**src/rtl/core/ppsch_pkg.sv**
```systemverilog
// Shared types and constants of the preemptive priority scheduler.
// No dependencies; used by the top level and its checker.
package ppsch_pkg;

	// Width of the process count register and of the completion counter.
	localparam int CFG_W  = 5;
	localparam int PRIO_W = 8;
	localparam logic [CFG_W-1:0] DONE_MAX = 5'd31;

	// Operation codes carried on the operation port.
	localparam logic OP_LOAD = 1'b0;
	localparam logic OP_TICK = 1'b1;

	// Sequencer states, one-hot.
	typedef enum logic [3:0] {
		ST_IDLE   = 4'b0001,
		ST_SCAN   = 4'b0010,
		ST_UPDATE = 4'b0100,
		ST_FINISH = 4'b1000
	} state_t;

endpackage

```
**src/rtl/core/ppsch_ram.sv**
```systemverilog
// Generic single-write, single-read RAM with a registered read port.
// No dependencies.
module ppsch_ram #(
	parameter int WIDTH = 8,
	parameter int DEPTH = 16
) (
	input  logic                     clk,
	input  logic                     we,
	input  logic [$clog2(DEPTH)-1:0] waddr,
	input  logic [WIDTH-1:0]         wdata,
	input  logic [$clog2(DEPTH)-1:0] raddr,
	output logic [WIDTH-1:0]         rdata
);

	logic [WIDTH-1:0] mem_q [DEPTH];

	// Read data is registered every cycle; a read of the address being written returns
	// the old word.
	always_ff @(posedge clk) begin
		if (we) begin
			mem_q[waddr] <= wdata;
		end
		rdata <= mem_q[raddr];
	end

endmodule

```
**src/rtl/core/preemptive_priority_scheduler.sv**
```systemverilog
// Preemptive priority scheduler: a load (operation 0) writes one task slot and gives
// no result. A tick (operation 1) keeps busy high through a scan, an update and a
// finish state, where the scan walks the smaller of process_count and MAX_TASKS slots:
// the task table sits in one RAM whose single read port is walked slot by slot through
// one shared compare unit that compares each registered read.
// The result word appears in the first cycle with busy low, for exactly one cycle with
// result_valid, and cannot be held off, so the receiver must capture it then.
// The table needs no clearing pass after reset.
// Depends on ppsch_pkg and ppsch_ram.
module preemptive_priority_scheduler
	import ppsch_pkg::*;
#(
	parameter int MAX_TASKS = 16,
	parameter int TIME_BITS = 16
) (
	input  logic                         clk,
	input  logic                         arst_n,
	// Command channel.
	input  logic                         start,
	output logic                         busy,
	input  logic                         operation,
	input  logic [$clog2(MAX_TASKS)-1:0] slot,
	input  logic [TIME_BITS-1:0]         arrival_time,
	input  logic [TIME_BITS-1:0]         burst_time,
	input  logic [PRIO_W-1:0]            priority_req,
	// Configuration channel.
	input  logic                         cfg_valid,
	output logic                         cfg_ready,
	input  logic [CFG_W-1:0]             cfg_data,
	// Result channel.
	output logic                         result_valid,
	output logic [TIME_BITS-1:0]         current_time,
	output logic [$clog2(MAX_TASKS)-1:0] running_slot,
	output logic                         idle,
	output logic                         new_slice,
	output logic                         finished,
	output logic [TIME_BITS-1:0]         completion_time,
	output logic [TIME_BITS-1:0]         turnaround_time,
	output logic [TIME_BITS-1:0]         waiting_time,
	output logic                         all_done
);

	localparam int SLOT_BITS = $clog2(MAX_TASKS);
	localparam int CNT_BITS  = $clog2(MAX_TASKS + 1);
	localparam logic [TIME_BITS-1:0] TIME_MAX = {TIME_BITS{1'b1}};

	typedef struct packed {
		logic [TIME_BITS-1:0] arrival;
		logic [TIME_BITS-1:0] burst;
		logic [TIME_BITS-1:0] remaining;
		logic [PRIO_W-1:0]    prio;
	} task_t;

	localparam int WORD_W = $bits(task_t);

	state_t                 state_q;
	logic [CFG_W-1:0]       process_count_q;
	logic [TIME_BITS-1:0]   clock_q;
	logic [CFG_W-1:0]       done_count_q;
	logic [CNT_BITS-1:0]    last_served_q;
	logic [MAX_TASKS-1:0]   loaded_q;

	logic [CNT_BITS-1:0]    idx_q;
	logic [CNT_BITS-1:0]    scan_len_q;
	logic                   rd_pend_s1;
	logic [SLOT_BITS-1:0]   idx_s1;
	logic                   found_q;
	logic [SLOT_BITS-1:0]   best_idx_q;
	task_t                  best_q;

	logic                   fin_q;
	logic                   newsl_q;
	logic [TIME_BITS-1:0]   tat_q;

	logic                   res_valid_q;
	logic [TIME_BITS-1:0]   res_time_q;
	logic [SLOT_BITS-1:0]   res_slot_q;
	logic                   res_idle_q;
	logic                   res_newsl_q;
	logic                   res_fin_q;
	logic [TIME_BITS-1:0]   res_ct_q;
	logic [TIME_BITS-1:0]   res_tat_q;
	logic [TIME_BITS-1:0]   res_wt_q;
	logic                   res_all_q;

	logic                   accept;
	logic                   load_we;
	logic                   upd_we;
	logic                   ram_we;
	logic [SLOT_BITS-1:0]   ram_waddr;
	task_t                  ram_wdata;
	task_t                  rd_word;
	logic [WORD_W-1:0]      rd_bits;
	logic                   eligible;
	logic                   take;
	logic [TIME_BITS-1:0]   next_time;
	logic [TIME_BITS-1:0]   rem_dec;
	logic [CNT_BITS-1:0]    scan_len;

	// Handshake decode.
	assign busy      = (state_q != ST_IDLE);
	assign cfg_ready = (state_q == ST_IDLE);
	assign accept    = start && !busy;
	assign load_we   = accept && (operation == OP_LOAD) && (int'(slot) < MAX_TASKS);
	assign upd_we    = (state_q == ST_UPDATE) && found_q;

	// Number of slots a tick looks at.
	assign scan_len = (int'(process_count_q) < MAX_TASKS) ?
		CNT_BITS'(process_count_q) : CNT_BITS'(MAX_TASKS);

	// One write port, shared between loads and the service update.
	always_comb begin
		rem_dec = best_q.remaining - TIME_BITS'(1);
		if (upd_we) begin
			ram_waddr           = best_idx_q;
			ram_wdata           = best_q;
			ram_wdata.remaining = rem_dec;
		end else begin
			ram_waddr           = slot;
			ram_wdata.arrival   = arrival_time;
			ram_wdata.burst     = burst_time;
			ram_wdata.remaining = burst_time;
			ram_wdata.prio      = priority_req;
		end
		ram_we = upd_we || load_we;
	end

	ppsch_ram #(
		.WIDTH(WORD_W),
		.DEPTH(MAX_TASKS)
	) u_task_ram (
		.clk   (clk),
		.we    (ram_we),
		.waddr (ram_waddr),
		.wdata (ram_wdata),
		.raddr (idx_q[SLOT_BITS-1:0]),
		.rdata (rd_bits)
	);

	assign rd_word = task_t'(rd_bits);

	// Shared compare unit: is the slot just read a better pick than the best so far.
	always_comb begin
		eligible = loaded_q[idx_s1] && (rd_word.remaining != '0) &&
			(rd_word.arrival <= clock_q);
		take = rd_pend_s1 && eligible && (!found_q || (rd_word.prio < best_q.prio) ||
			((rd_word.prio == best_q.prio) && (rd_word.arrival < best_q.arrival)));
		next_time = (clock_q < TIME_MAX) ? clock_q + TIME_BITS'(1) : TIME_MAX;
	end

	// Control state and sequencer.
	always_ff @(posedge clk or negedge arst_n) begin
		if (!arst_n) begin
			state_q         <= ST_IDLE;
			process_count_q <= CFG_W'(16);
			clock_q         <= '0;
			done_count_q    <= '0;
			last_served_q   <= CNT_BITS'(MAX_TASKS);
			loaded_q        <= '0;
			idx_q           <= '0;
			scan_len_q      <= '0;
			rd_pend_s1      <= 1'b0;
			found_q         <= 1'b0;
			res_valid_q     <= 1'b0;
		end else begin
			res_valid_q <= (state_q == ST_FINISH);
			if (cfg_valid && cfg_ready) begin
				process_count_q <= cfg_data;
			end
			if (load_we) begin
				loaded_q[slot] <= 1'b1;
			end
			case (state_q)
				ST_IDLE: begin
					if (accept && (operation == OP_TICK)) begin
						idx_q      <= '0;
						scan_len_q <= scan_len;
						rd_pend_s1 <= 1'b0;
						found_q    <= 1'b0;
						state_q    <= ST_SCAN;
					end
				end
				ST_SCAN: begin
					if (take) begin
						found_q <= 1'b1;
					end
					if (idx_q < scan_len_q) begin
						rd_pend_s1 <= 1'b1;
						idx_q      <= idx_q + CNT_BITS'(1);
					end else begin
						// The last read is compared in this cycle.
						rd_pend_s1 <= 1'b0;
						state_q    <= ST_UPDATE;
					end
				end
				ST_UPDATE: begin
					clock_q <= next_time;
					if (found_q) begin
						last_served_q <= CNT_BITS'(best_idx_q);
						if ((rem_dec == '0) && (done_count_q < DONE_MAX)) begin
							done_count_q <= done_count_q + CFG_W'(1);
						end
					end
					state_q <= ST_FINISH;
				end
				ST_FINISH: begin
					state_q <= ST_IDLE;
				end
				default: begin
					state_q <= ST_IDLE;
				end
			endcase
		end
	end

	// Best-candidate and result payload registers.
	always_ff @(posedge clk) begin
		if (state_q == ST_SCAN) begin
			idx_s1 <= idx_q[SLOT_BITS-1:0];
			if (take) begin
				best_q     <= rd_word;
				best_idx_q <= idx_s1;
			end
		end
		if (state_q == ST_UPDATE) begin
			fin_q   <= found_q && (rem_dec == '0);
			newsl_q <= found_q && (last_served_q != CNT_BITS'(best_idx_q));
			tat_q   <= (next_time >= best_q.arrival) ? next_time - best_q.arrival : '0;
		end
		if (state_q == ST_FINISH) begin
			res_time_q  <= clock_q;
			res_slot_q  <= found_q ? best_idx_q : '0;
			res_idle_q  <= !found_q;
			res_newsl_q <= newsl_q;
			res_fin_q   <= fin_q;
			res_ct_q    <= fin_q ? clock_q : '0;
			res_tat_q   <= fin_q ? tat_q : '0;
			res_wt_q    <= (fin_q && (tat_q >= best_q.burst)) ? tat_q - best_q.burst : '0;
			res_all_q   <= (done_count_q >= process_count_q);
		end
	end

	// Result ports.
	assign result_valid    = res_valid_q;
	assign current_time    = res_time_q;
	assign running_slot    = res_slot_q;
	assign idle            = res_idle_q;
	assign new_slice       = res_newsl_q;
	assign finished        = res_fin_q;
	assign completion_time = res_ct_q;
	assign turnaround_time = res_tat_q;
	assign waiting_time    = res_wt_q;
	assign all_done        = res_all_q;

endmodule

```
**config.mk**
```make
export PLATFORM = sky130hd
export DESIGN_NAME = preemptive_priority_scheduler
export DESIGN_NICKNAME = d
export VERILOG_FILES = /design/src/rtl/core/ppsch_pkg.sv /design/src/rtl/core/ppsch_ram.sv /design/src/rtl/core/preemptive_priority_scheduler.sv
export SDC_FILE = /design/constraint.sdc
export NUM_CORES = 1
export LEC_CHECK = 0
export ABC_AREA = 1
export CAP_MARGIN = 15
export CORE_MARGIN = 3
export CORE_UTILIZATION = 40
export CTS_BUF_LIST = sky130_fd_sc_hd__clkbuf_4 sky130_fd_sc_hd__clkbuf_8
export DETAILED_ROUTE_END_ITERATION = 8
export DONT_BUFFER_PORTS = 1
export SYNTH_ARGS = -nofsm -noshare
export SYNTH_HDL_FRONTEND = slang
export SYNTH_HIERARCHICAL = 1
export SYNTH_SLANG_ARGS = --single-unit
```
**constraint.sdc**
```tcl
create_clock -name clk -period 5.9 [get_ports clk]
set_input_delay 0.295 -clock clk [delete_from_list [all_inputs] [get_ports clk]]
set_output_delay 0.295 -clock clk [all_outputs]
set_load 0.05 [all_outputs]
```
== Word-level counts from Yosys, hierarchy flattened ==
Memory sizes are Yosys's and may differ from the RTL's. A register that Yosys moved wholly into a read port is not among the register bits.
Index checks and enable logic that the tools add are counted.

* Bits in registers: 218
* Latch bits: 0
* Memory bits (writable): 896
* Bits in read-only memories: 0
* Bits of input ports: 54
* Output and inout port bits: 75
* Word-level logic and storage cells: 114
* Memories: 1

{| class="wikitable"
|+ Memory list
! name !! depth !! bits a word !! rd ports !! clocked after Yosys merged registers in !! write ports !! line !! text
|-
| u_task_ram.mem_q || 16 || 56 || 1 || 1 || 1 || ppsch_ram.sv:15 || <nowiki>logic [WIDTH-1:0] mem_q [DEPTH];</nowiki>
|}

* $add $sub $neg: 6
* $mul: 0
* Divide/modulo/power cells: 0
* Magnitude comparators: 13
* Equal/unequal tests: 11
* Shifts and indexed selects: 0
* Muxes and demuxes: 21
* Bitwise operators: 2
* Reductions and logical operators: 31

{| class="wikitable"
|+ Operator list
! kind !! count
|-
| $mux W56 || 1
|-
| $ge A16 B16 Y1 || 2
|-
| $sub A16 B16 Y16 || 2
|-
| $add A16 B1 Y16 const B || 1
|-
| $le A16 B16 Y1 || 1
|-
| $logic_not A16 Y1 || 1
|-
| $lt A16 B16 Y1 || 1
|-
| $lt A16 B16 Y1 const B || 1
|-
| $mux W16 || 1
|-
| $or A16 B16 Y16 || 1
|-
| $reduce_bool A16 Y1 || 1
|-
| $sub A16 B1 Y16 const B || 1
|-
| $logic_and A1 B1 Y1 || 15
|-
| $mux W5 || 3
|-
| $mux W4 || 3
|-
| $pmux W4 S3 || 1
|-
| $add A5 B1 Y5 const B || 2
|-
| $lt A4 B5 Y1 const B || 2
|-
| $lt A5 B5 Y1 const B || 2
|-
| $pmux W5 S2 || 1
|-
| $reduce_and A2 Y1 || 5
|-
| $reduce_and A3 Y1 || 3
|-
| $eq A8 B8 Y1 || 1
|-
| $lt A8 B8 Y1 || 1
|-
| 19 further kinds || 31
|}

== Logic depth before layout (Yosys ltp) ==
* Word-level depth: 8
* Mapped depth: 21
* Mapped depth without buffers: 21

== Cells and area by module ==
Netlist, hierarchy kept.

{| class="wikitable"
|+ By module, submodules not included
! module !! times used !! cells each !! area an instance (um^2) !! seq. area each (um^2)
|-
| ppsch_ram || 1 || 3688 || 39681.8 || 28026.9
|-
| preemptive_priority_scheduler || 1 || 1360 || 12223.0 || 6229.7
|}

== Worst setup path after synthesis ==
No wires, ideal clock.

* Path type: reg2reg
* Start point: register state_q[1]
* End point: memory u_task_ram/mem_q[12][0] (netlist bit) (enable)
* Setup time: 0.470 ns
* Arrival: 4.300 ns
* Required time: 5.430 ns
* Path slack: 1.130 ns
* Cell stages (with the launch flop): 9
* Path buffers: 1
* Cell sequence: dfrtp_1 -> nor2_1 -> inv_2 -> nor3_4 -> clkbuf_1 -> nand2_1 -> nand2_1 -> nand3_1 -> nor2_1

* Elaborated cells on any way between the ends: 10

{| class="wikitable"
|+ RTL lines
! element !! line !! text
|-
| start: declaration || preemptive_priority_scheduler.sv:56 || <nowiki>state_t state_q;</nowiki>
|-
| start signal: assignment || preemptive_priority_scheduler.sv:154 || <nowiki>state_q <= ST_IDLE;</nowiki>
|-
| start signal: assignment || preemptive_priority_scheduler.sv:180 || <nowiki>state_q <= ST_SCAN;</nowiki>
|-
| start signal: assignment || preemptive_priority_scheduler.sv:193 || <nowiki>state_q <= ST_UPDATE;</nowiki>
|-
| $eq A4 B3 Y1 || preemptive_priority_scheduler.sv:105 || <nowiki>assign upd_we = (state_q == ST_UPDATE) && found_q;</nowiki>
|-
| $logic_and A1 B1 Y1 || preemptive_priority_scheduler.sv:105 ||
|-
| $mux W4 || preemptive_priority_scheduler.sv:114 || <nowiki>if (upd_we) begin</nowiki>
|-
| named net ram_waddr[3] || preemptive_priority_scheduler.sv:90 || <nowiki>logic [SLOT_BITS-1:0] ram_waddr;</nowiki>
|-
| end: declaration || ppsch_ram.sv:15 ||
|}

The timed path passes the listed nets, and every way through them passes these cells.

== Worst setup path after layout ==
* Start point: register state_q[0]
* End point: memory u_task_ram/mem_q[15][21] (netlist bit) (enable)

* Word-level cells in the longest chain between the ends: 7
* Elaborated cells on any way between the ends: 10

{| class="wikitable"
|+ RTL lines
! element !! line !! text
|-
| $ne A4 B1 Y1 || preemptive_priority_scheduler.sv:101 || <nowiki>assign busy = (state_q != ST_IDLE);</nowiki>
|-
| $logic_not A1 Y1 || preemptive_priority_scheduler.sv:103 || <nowiki>assign accept = start && !busy;</nowiki>
|-
| $logic_and A1 B1 Y1 || preemptive_priority_scheduler.sv:103 ||
|-
| $logic_and A1 B1 Y1 || preemptive_priority_scheduler.sv:104 || <nowiki>assign load_we = accept && (operation == OP_LOAD) && (int'(slot) < MAX_TASKS);</nowiki>
|-
| $logic_or A1 B1 Y1 * || preemptive_priority_scheduler.sv:125 || <nowiki>ram_we = upd_we || load_we;</nowiki>
|-
| named net ram_we || preemptive_priority_scheduler.sv:89 || <nowiki>logic ram_we;</nowiki>
|-
| $mux W1 * || ppsch_ram.sv:20 || <nowiki>if (we) begin</nowiki>
|-
| $mux W1 (implied by the code) * || ppsch_ram.sv:21 || <nowiki>mem_q[waddr] <= wdata;</nowiki>
|}

The timed path passes the listed nets; every way through them passes the cells marked *.

==> impl_metrics.yaml <==
routing:
  routedWlPerCell_microns: 19.44
  routed_via_density: 4.967
  dr_total_vias: 35050
  routed_wl_microns: 137200
  first_pass_iters: 6
  detail_route.iter0.violations: 3253
  ant_nets: 0
  drc_errors: 0
die:
  core_sq_mm: 0.1282
  dieHeight_microns: 366.2
  dieArea_sq_mm: 0.1341
  start_util: 0.4050
  io_pins: 129
  die_w_microns: 366.2
  rows: 131
cts:
  root_buffer: "clkbuf_8"
  cts_buffers: 185
  clockBufferDepth: 3
  clock_latency_ns: 0.90
  cts_post_setup_buffers_inserted: 0
  cts_max_level: 4
  numClockSinks: 1170
  clk_pin_slew_ns: 0.06
  cts_tree: "built"
  cts_resized: 0
pwr:
  power_frac_comb: 0.211
  power_density_mw_per_mm2: 373.0
  p_int_mw: 14.93
  p_seq_frac: 0.456
  power.switching_mw: 6.768
  vdd_ir_drop_max_uv: 343.9
  clkPwrFrac: 0.333
  total_power_mw: 21.70
  power_leakage_nw: 24.77
  swShare: 0.3119
setup_path:
  cp.arrival_ns: 4.77
  path_max_fanout: 36
  start_kind: "flip-flop"
  rr_endpoint: "u_task_ram/mem_q[15][21]"
  ff2ff_path_depth: 7
  rr_startpoint: "state_q[0]"
  worstSetupPathType: "reg -> reg"
  reg2reg_slack_ns: 1.64
  end_kind: "flip-flop"
  required_ns: 6.41
final_layout:
  layout_commonest_cell: "nand2_1"
  mostFrequentLayoutCells: "1510 x nand2_1, 1050 x edfxtp_1, 889 x inv_1"
  final_util: 0.4539
  synthToLayoutAreaGrowth_pct: 12.09
  fin_nets: 5299
  layout-drive-gt1-share: 0.09002
timing:
  min_period_ns: 4.258
  rsz0062_at_grt: "false"
  setup_viol: 0
  min_period_over_period: 0.7217
  skew_ns: 0.06589
  slew-limit-headroom: 0.1703
  drv_slew: 0
  timing.fmax_mhz: 234.8
  tightest_slew_ns: 1.245
  tns_ns: 0
  holdWs_ns: 0.07601
  hold_viol: 0
yosys:
  synth_top_area_share: 0.6075
  synth_top_cell_by_area: "edfxtp_1"
  async_reset_ff_frac: 0.05470
  ys.flop_type: "edfxtp_1"
  synth_edf_count: 1050
  synth_seq_area_share: 0.6600
  ys_ff_latch: 1170
  syn_inst: 5048
  synth_area_leaders: "edfxtp_1 61%, nand2_1 11%, nand3_1 7.0%"
  synth_area_per_cell_sq_um: 10.28
  synthesis.nets: 5189
  yosysWarningCount: 6
  syn_area_sq_mm: 0.05190
  ys_types: 54
global_route:
  grt_pass1_wl_microns: 208100
  grt_use_total: 0.2028
  grt_overflow_total: 0
  grt_max_degree: 203
  grt_pass1_vias: 33680
  antenna_found_initial: 6
placement:
  io_buffers: 0
  dp_hpwl_microns: 78860
  place_congestion: 0.8891
hold_path:
  hold_path_class: "in -> reg"
  holdPathEnd: "u_task_ram/mem_q[3][0]"
  hold_depth: 2
  min_from: "priority_req[0]"
outcome:
  status: "finished, final reports clean"
run:
  drv_cap: 0
==> sequential cells by signal, summed over array words and instances (netlist names), 16 cells and up <==
signal,flops
completion_time,16
best_q,56
waiting_time,16
clock_q,16
loaded_q,16
tat_q,16
u_task_ram/mem_q,896
turnaround_time,16
u_task_ram/rdata,56
current_time,16
==> cells by family after synthesis <==
group | after synthesis | share of synthesized area
AOI/OAI and AO/OA | 228 | 0.02478
and+or+nand+nor | 2419 | 0.1969
muxes | 3 | 0.0006267
buffers and inverters | 1108 | 0.09083
xor gates and xnor gates | 33 | 0.005568
DFF | 1170 | 0.6600
adders and majority gates | 87 | 0.02126
==> Yosys cell counts (4+ instances only) <==
| cell type | n |
|---|---|
| inv_2 | 6 |
| edfxtp_1 | 1050 |
| buf_6 | 50 |
| nand2_1 | 1510 |
| or2_2 | 6 |
| o21a_1 | 5 |
| xor2_1 | 24 |
| nor3_1 | 7 |
| nor2_1 | 117 |
| o22ai_1 | 4 |
| o21bai_1 | 15 |
| nand4_1 | 18 |
| xnor2_1 | 9 |
| buf_2 | 105 |
| inv_1 | 891 |
| o21ai_0 | 57 |
| dfrtp_1 | 61 |
| buf_4 | 8 |
| clkbuf_1 | 38 |
| nand3_1 | 729 |
| nand3b_1 | 5 |
| o21ai_1 | 52 |
| o211ai_1 | 10 |
| dfxtp_1 | 56 |
| buf_1 | 7 |
| nor2_2 | 11 |
| a21oi_1 | 68 |
| ha_1 | 85 |
| a21o_1 | 4 |
==> power by group through the flow <==
stage / clock, mW / sequential, mW / combinational [mW]
detailed placement: 0 / 10.0 / 4.48
CTS: 7.38 / 9.88 / 4.58
global route: 7.77 / 9.91 / 5.13
finish: 7.23 / 9.89 / 4.59
global placement: 0 / 10.0 / 4.43
floorplan: 0 / 9.85 / 3.52
==> timing repair <==
| action | 4_1_cts | 5_1_grt |
|---|---|---|
| setup endpoints to repair | 0 | 0 |
| hold endpoints to repair | 424 | 52 |
| hold buffers | 54 | 6 |
==> final cells by class <==
cell class | count | area, sq um
well taps | 1729 | 2163
fillers | 11950 | 70000
clock inverters | 53 | 400.4
multi-input cells | 2770 | 13080
flip-flops and latches | 1170 | 34270
inverters | 899 | 3401
repair buffers | 132 | 1286
clock buffers | 297 | 3568
diodes | 5 | 12.51
==> through the flow <==
| stage | area [sq um] | instances | setup WS [ns] |
|---|---|---|---|
| floorplan | 51900 | 5048 | 1.130 |
| global placement | 53500 | 6633 | 1.794 |
| global route | 58170 | 7051 | 1.274 |
| detailed placement | 53510 | 6634 | 1.767 |
| finish | 58180 | 7055 | 1.642 |
| CTS | 58050 | 7038 | 1.694 |
==> metal layers <==
metal / vias up / routed length [microns] / global-route usage
met3: 251 / 9790 / 0.03537
met1: 16790 / 60170 / 0.2823
li1: 16700 / - / -
met2: 1303 / 63100 / 0.3191
met5: - / 13 / 0
met4: 2 / 4082 / 0.07376
==> worst max-delay path by stage <==
stage               slack [ns]       start  cells after the start                        to
floorplan                 1.13  state_q[1]                      8   u_task_ram/mem_q[12][0]
detailed placement        1.77  state_q[0]                      7  u_task_ram/mem_q[15][27]
finish                    1.64  state_q[0]                      7  u_task_ram/mem_q[15][21]
CTS                       1.69  state_q[0]                      7  u_task_ram/mem_q[15][21]
global placement          1.79  state_q[0]                      7  u_task_ram/mem_q[15][27]
global route              1.27  clock_q[0]                     20                  tat_q[0]
==> critical path, cell delays in order, from the launching register on <==
cell	delay, ns
dfstp_2	0.55
inv_1	0.07
nor3_4	0.66
nand2_1	0.26
o21ai_0	0.48
nand3_1	0.41
nor2_4	1.01
buf_12	0.40
(Power assumes the default switching activity.)
